`config.mk`:
```
export PLATFORM = sky130hd
export DESIGN_NAME = twcs_div
export DESIGN_NICKNAME = d
export VERILOG_FILES = /design/src/rtl/core/twcs_pkg.sv /design/src/rtl/core/twcs_div.sv
export SDC_FILE = /design/constraint.sdc
export NUM_CORES = 1
export LEC_CHECK = 0
export BUFFER_PORTS_ARGS = -buffer_cell sky130_fd_sc_hd__buf_2
export CAP_MARGIN = 5
export CORE_MARGIN = 2
export CORE_UTILIZATION = 35
export CTS_CLUSTER_SIZE = 30
export DETAILED_ROUTE_END_ITERATION = 8
export GPL_TIMING_DRIVEN = 0
export PLACE_DENSITY_LB_ADDON = 0.08
export SETUP_SLACK_MARGIN = 0.02
export SLEW_MARGIN = 25
export SYNTH_ARGS = -nofsm -noshare
export SYNTH_HDL_FRONTEND = slang
export SYNTH_SLANG_ARGS = --single-unit
```
`constraint.sdc`:
```
create_clock -name clk -period 7.9 [get_ports clk]
set_input_delay 0.79 -clock clk [delete_from_list [all_inputs] [get_ports clk]]
set_output_delay 0.79 -clock clk [all_outputs]
set_load 0.01 [all_outputs]
```
`src/rtl/core/twcs_pkg.sv`:
```
`timescale 1ns / 1ps
// ----------------------------------------------------------------------------
// twcs_pkg
// Shared types and constants of the textured wall column sampler.
// ----------------------------------------------------------------------------
package twcs_pkg;

	// configuration port
	localparam int CFG_IDX_W = 2;
	localparam int CFG_W     = 13;

	typedef enum logic [CFG_IDX_W-1:0] {
		REG_FRAME_H = 2'd0,
		REG_FRAME_W = 2'd1,
		REG_TEX_W   = 2'd2,
		REG_TEX_H   = 2'd3
	} cfg_reg_t;

	localparam logic [11:0] FRAME_H_RST = 12'd480;
	localparam logic [12:0] FRAME_W_RST = 13'd640;
	localparam logic [6:0]  TEX_W_RST   = 7'd64;
	localparam logic [6:0]  TEX_H_RST   = 7'd64;

	// transaction kinds
	localparam logic FUNC_WRITE = 1'b0;
	localparam logic FUNC_DRAW  = 1'b1;

	// texture row divider: numerator (row offset * tex height), span length, quotient
	localparam int NUM_W = 18;
	localparam int DEN_W = 13;
	localparam int QW    = 7;

	// colors and side shading, x*70/100 == (x*70*5243) >> 19 for 8-bit x
	localparam logic [23:0] GRAY_COLOR  = 24'h808080;
	localparam logic [23:0] BLACK_COLOR = 24'h000000;
	localparam logic [18:0] SHADE_MUL   = 19'd367010;
	localparam int          SHADE_SHIFT = 19;
	localparam int          SHADE_PW    = 27;

	// item travelling down the pipeline
	typedef struct packed {
		logic        draw;     // visible wall pixel
		logic        wr_en;    // texel write inside the store
		logic        use_tex;
		logic        shade;
		logic        black;    // zero texture size
		logic [11:0] scol;
		logic [10:0] srow;
		logic [6:0]  tcol;     // write column or clamped draw column
		logic [5:0]  trow;
		logic [23:0] texel;
		logic [6:0]  th;       // texture height in use
	} twcs_item_t;

endpackage

```
`src/rtl/core/twcs_div.sv`:
```
`timescale 1ns / 1ps
// ----------------------------------------------------------------------------
// twcs_div
// Pipelined restoring divider, one quotient bit per stage, item carried along.
// ----------------------------------------------------------------------------
module twcs_div import twcs_pkg::*; (
	input  logic             clk,
	input  logic             arst_n,
	input  logic             en,
	input  logic             v_in,
	input  twcs_item_t       item_in,
	input  logic [NUM_W-1:0] num_in,
	input  logic [DEN_W-1:0] den_in,
	output logic             v_out,
	output twcs_item_t       item_out,
	output logic [QW-1:0]    q_out
);

	localparam int TW = NUM_W + 2;

	logic             v_s    [QW];
	twcs_item_t       item_s [QW];
	logic [NUM_W-1:0] rem_s  [QW];
	logic [QW-1:0]    q_s    [QW];
	logic [DEN_W-1:0] den_s  [QW];

	for (genvar k = 0; k < QW; k++) begin : g_stg
		localparam int B = QW - 1 - k;
		logic             v_k;
		twcs_item_t       item_k;
		logic [NUM_W-1:0] rem_k;
		logic [QW-1:0]    q_k;
		logic [DEN_W-1:0] den_k;
		logic [TW-1:0]    trial;

		if (k == 0) begin : g_first
			assign v_k    = v_in;
			assign item_k = item_in;
			assign rem_k  = num_in;
			assign q_k    = '0;
			assign den_k  = den_in;
		end else begin : g_next
			assign v_k    = v_s[k-1];
			assign item_k = item_s[k-1];
			assign rem_k  = rem_s[k-1];
			assign q_k    = q_s[k-1];
			assign den_k  = den_s[k-1];
		end

		// negative trial means the shifted divisor does not fit
		assign trial = {2'b0, rem_k} - (TW'(den_k) << B);

		always_ff @(posedge clk or negedge arst_n) begin
			if (!arst_n) begin
				v_s[k] <= 1'b0;
			end else if (en) begin
				v_s[k] <= v_k;
			end
		end

		always_ff @(posedge clk) begin
			if (en) begin
				item_s[k] <= item_k;
				den_s[k]  <= den_k;
				rem_s[k]  <= trial[TW-1] ? rem_k : trial[NUM_W-1:0];
				q_s[k]    <= {q_k[QW-2:0], !trial[TW-1]};
			end
		end
	end

	assign v_out    = v_s[QW-1];
	assign item_out = item_s[QW-1];
	assign q_out    = q_s[QW-1];

endmodule

```
## Yosys cells after proc, flatten, opt, wreduce, memory -nomap -nowiden

Memories as Yosys holds them, arrays and structs flattened.
Cells that the tools add are included.

- Flip-flop bits (word level): 7
- Latch bits: 0
- RAM bits: 770
- Memory bits (read-only): 0
- Input port bits: 107
- Output and inout port bits: 80
- Memories: 4

- Add/sub/neg operators: 7
- Multipliers: 0
- Div/mod/pow operators: 0
- Order comparisons: 0
- Eq/ne operators: 0
- Shift-type cells: 0
- Mux-type cells: 9
- Bitwise operators: 0
- Reduce and logical (&&, ||, !) cells: 7

Memory list:

| memory | words | width | rd ports | clocked after Yosys merged registers in | write ports | line | RTL |
|---|---|---|---|---|---|---|---|
| item_s | 7 | 72 | 7 | 0 | 7 | twcs_div.sv:22 | `twcs_item_t item_s [QW];` |
| rem_s | 7 | 18 | 6 | 0 | 7 | twcs_div.sv:23 | `logic [NUM_W-1:0] rem_s [QW];` |
| den_s | 7 | 13 | 6 | 0 | 7 | twcs_div.sv:25 | `logic [DEN_W-1:0] den_s [QW];` |
| q_s | 7 | 7 | 7 | 0 | 7 | twcs_div.sv:24 | `logic [QW-1:0] q_s [QW];` |

Operators with widths:

| operator | count |
|---|---|
| 18-bit two-way mux | 7 |
| 18-bit by 19-bit subtractor with 20-bit output | 1 |
| 18-bit by 13-bit subtractor with 19-bit output | 1 |
| 18-bit by 14-bit subtractor with 19-bit output | 1 |
| 18-bit by 15-bit subtractor with 19-bit output | 1 |
| 18-bit by 16-bit subtractor with 19-bit output | 1 |
| 18-bit by 17-bit subtractor with 19-bit output | 1 |
| 18-bit by 18-bit subtractor with 19-bit output | 1 |
| 1-bit zero test | 7 |
| 1-bit two-way mux | 2 |

## Longest topological paths before layout

An unclocked memory read counts as a cell.

- Depth in word-level cells: 3
- Depth in mapped cells: 11

## Worst setup path after synthesis

No wires, ideal clock.

- Kind: in2reg
- From: input den_in[1]
- To: memory rem_s[0][6] (data pin)
- Library setup time: 267 ps
- Arrival: 2460 ps
- Required time: 7633 ps
- Slack: 5173 ps
- Stages on the path: 9
- Buffers on the path: 1
- Cells stage by stage: inv_1 -> ha_1 -> nor2b_1 -> o31a_1 -> a41oi_1 -> o31ai_1 -> a31oi_1 -> clkbuf_1 -> o21ai_0

RTL lines:

| what | line | RTL |
|---|---|---|
| from (decl) | twcs_div.sv:13 | `input logic [DEN_W-1:0] den_in,` |
| to (decl) | twcs_div.sv:23 |  |

==> results by group <==
Cells and area
  • Layout Nets: 1974
  • Fill count: 6797
  • Layout area overhead: 18.7%
  • Ant diodes: 0
  • Layout cells sized above 1: 0.197
  • Final std cell area, no fill: between 30000 and 40000 um2

Floorplan
  • FP Rows: 101
  • Starting density of the core: 0.354
  • Die area: ~79000 um2
  • CORE AREA: roughly 76000 um2
  • Die Ht: 281 um
  • Boundary Pins: 187
  • Die X: 281 um

Clock network
  • Total CTS buffers: 79
  • Setup Fix Bufs, Post-CTS: 0
  • Reg clk slew, reported paths: roughly 0.060 ns
  • CTS tree: built
  • H-tree Lvls: 3
  • Clk buf depth: 3
  • Clock tree sinks: 725
  • Clk Latency, worst-skew pair: 0.62 ns
  • Clock Tree Root: clkbuf_16

Synthesis
  • Area leader, netlist: edfxtp_1
  • Synth async-reset ratio: 0.00966
  • Post-Synthesis Cells: approximately 1500
  • Share of the synthesized area in the top cell type: 0.800
  • Synth warnings: 0
  • Mapped Nets: 1698
  • Cell Area, Synth: 26900 um2
  • EDFF count, synth: 718
  • Synth Register Bits: 725
  • Largest cells by area after synthesis: edfxtp_1 80%, ha_1 4.1%, inv_1 1.5%
  • Cell variety after synth: 67
  • Synth Area per Inst: 18.0 um2
  • Most common flop cell mapped by yosys: edfxtp_1
  • Post-synthesis sequential area ratio: 0.807

Setup path
  • CP max FO: 3
  • Most used cell, CP: inv_1
  • Setup crit start: rem_s[4][1]$_DFFE_PP_
  • Setup crit end kind: flip-flop
  • Crit-path max cell delay: 0.53 ns
  • Data arrival, critical path: 3.40 ns
  • CP required: 8.34 ns
  • CP delay by family, top: compound AO/OA/AOI/OAI gates
  • FF-to-FF End: rem_s[5][11]$_DFFE_PP_
  • Crit path launch type: flip-flop
  • Reg2Reg Depth: 10
  • Crit path kind: flip-flop to flip-flop
  • Buf+Inv Stages, Crit Path: 2
  • Worst reg2reg setup slack: around 4.9 ns
  • Crit path cell chain: inv_1, ha_1, inv_1, fa_1, a211oi_1, nor2_1, o31ai_1, a21boi_1, or4b_1, a31oi_1
  • Slowest CP cell: or4b_1
  • Reg2Reg Launch Point: rem_s[4][1]$_DFFE_PP_

Route
  • Starting DRT DRC Count: 768
  • WL final: approximately 42000 um
  • Vias per cell: 4.49
  • 1st-pass router iterations: 5
  • DRC viols: 0
  • Routed length per instance: 14.6 um
  • ANT nets after route: 0
  • Via count: 12800

Place
  • IO Port Bufs: 186
  • Routability congestion estimate: 0.882
  • Post-DP HPWL: between 20000 and 30000 um
  • Dpl cell area: 29400 um2
  • DP Worst Slack: 4.33 ns

GRT
  • Initial antenna violation count: 4
  • GRT Util Overall: 0.106
  • Grt ovf: 0
  • First-pass GRT wire length: 67500 um
  • Number of global-route vias before repair: between 10000 and 15000
  • Largest net degree at the start of global routing: about 100

Min path
  • Hold path start: item_in[26]
  • Hold endpoint: item_s[0][26]$_DFFE_PP_
  • Tightest Hold Check Type: primary input to flip-flop
  • Hold depth: 1

Timing
  • Layout Skew: 0.0259 ns
  • Final Slew Violations: 0
  • Final period util: 0.375
  • Clock period minus worst slack: 2.96 ns
  • Setup violations, final: 0
  • Fmax: 0.337 GHz
  • Final count of hold timing violations: 0
  • Normalized max-slew margin: 0.582
  • RSZ-0062 raised after global routing: no
  • Worst Slack Setup Final: 4.94 ns
  • Slew of the pin with the lowest slew margin: between 0.6 and 0.7 ns

Power
  • Final Power: between 9 and 10 mW
  • VDD IR-drop max: 0.174 mV
  • Leak: 11.8 nW
  • Pwr per Cell Area: 310 nW/um2

Flow run
  • MaxCap Viol Count: 0

Status
  • Outcome: completed
-- cell usage after synthesis (all sizes together), types with 3 or more instances --
master / number
a211oi: 8
a21boi: 5
a21o: 14
a21oi: 78
a31oi: 9
buf: 11
clkbuf: 4
dfrtp: 7
edfxtp: 718
fa: 6
ha: 89
inv: 112
mux2: 30
nand2: 54
nand2b: 16
nand3: 4
nand3b: 5
nand4: 3
nor2: 77
nor2b: 18
nor3: 13
nor3b: 4
nor4: 3
o2111ai: 7
o211ai: 5
o21a: 22
o21ai: 68
o31a: 6
o31ai: 9
or2: 3
or3: 6
or4: 3
xnor2: 25
xor2: 23
-- state kept, by name, summed over array words and instances (netlist names) --
| register | cells |
|---|---|
| rem_s | 108 |
| g_stg.v_k | 6 |
| v_out | 1 |
| q_s | 28 |
| item_s | 504 |
| den_s | 78 |
-- placed cells by master (no fill, tap or decap), drive strengths merged, types with 4 or more instances in the layout --
cell type | synthesis | routed
clkinv | 0 | 27
nand2b | 16 | 16
clkinvlp | 0 | 5
nor3b | 4 | 4
dfrtp | 7 | 7
buf | 11 | 205
nor2b | 18 | 18
nor2 | 77 | 77
edfxtp | 718 | 718
ha | 89 | 89
a21oi | 78 | 78
a211oi | 8 | 8
nor3 | 13 | 13
clkbuf | 4 | 102
nand3 | 4 | 4
o21ai | 68 | 68
bufinv | 0 | 8
o31a | 6 | 6
inv | 112 | 115
a21boi | 5 | 5
o211ai | 5 | 5
mux2 | 30 | 30
xor2 | 23 | 23
a21o | 14 | 14
nand3b | 5 | 5
o2111ai | 7 | 7
o31ai | 9 | 9
o21a | 22 | 22
xnor2 | 25 | 25
fa | 6 | 6
or3 | 6 | 6
a31oi | 9 | 9
nand2 | 54 | 54
-- routing by layer --
metal,wire (um),up-vias,GRT usage
li1,-,6263,-
met5,52,-,0
met1,18400,6200,0.132
met3,2500,89,0.0351
met4,1170,8,0.0447
met2,19700,283,0.170
-- report_power, final --
group	total, mW	leakage [nW]	internal [mW]	switching [mW]
clock network	3.60	1.24	2.13	1.48
registers	4.87	7.09	4.73	0.148
logic	1.43	3.47	0.635	0.797
total	9.91	11.8	7.49	2.42
-- kinds of logic after synthesis --
| group | count (synthesis) | synth area share |
|---|---|---|
| multiplexers | 32 | 0.0137 |
| flip-flops | 725 | 0.807 |
| buffers and inverters | 127 | 0.0189 |
| XOR/XNOR | 48 | 0.0156 |
| AO/OA/AOI/OAI | 253 | 0.0611 |
| AND/OR/NAND/NOR | 216 | 0.0382 |
| adder cells (fa/ha/maj) | 95 | 0.0458 |
-- layout make-up --
cell class | count | area (um2) | area share
plain buffers | 15 | 88.8 | 0.00278
well taps | 1030 | 1290 | 0.0403
flip-flops and latches | 725 | 21700 | 0.680
clock buffers | 98 | 2050 | 0.0641
inverters | 112 | 420 | 0.0131
clock inverters | 43 | 523 | 0.0164
repair buffers | 195 | 1170 | 0.0366
multi-input cells | 644 | 4700 | 0.147
-- through the flow --
| stage | cells | hold slack [ns] | utilization | setup TNS, ns |
|---|---|---|---|---|
| 6_report | 2862 | 0.343 | 0.420 | 0 |
| 2_1_floorplan | 1496 | 0.400 | - | 0 |
| 3_5_place_dp | 2720 | 0.405 | 0.386 | 0 |
| 4_1_cts | 2862 | 0.286 | 0.420 | 0 |
| 5_1_grt | 2862 | 0.295 | 0.420 | 0 |
| 3_3_place_gp | 2712 | 0.400 | 0.383 | -3493.01 |
-- worst reg2reg max path, delay by kind of cell, from the launching register on --
family | cells | cell delay (ns)
fa+ha+maj | 2 | 0.58
simple gates | 2 | 0.64
flops | 1 | 0.38
compound gates | 4 | 1.05
buf+inv | 2 | 0.13
-- worst max path at each step --
stage               cells past startpoint                       to
floorplan                               9    rem_s[0][6]$_DFFE_PP_
global placement                        1  item_s[6][18]$_DFFE_PP_
detailed placement                      6  item_s[5][16]$_DFFE_PP_
CTS                                    10   rem_s[5][11]$_DFFE_PP_
global route                           10   rem_s[5][11]$_DFFE_PP_
finish                                 10   rem_s[5][11]$_DFFE_PP_
-- timing repair --
item                                   CTS  global route
endpoints found under the hold margin    7             0
hold buffers                             1             0
gates resized for setup                  0             0
(Power assumes the default switching activity.)
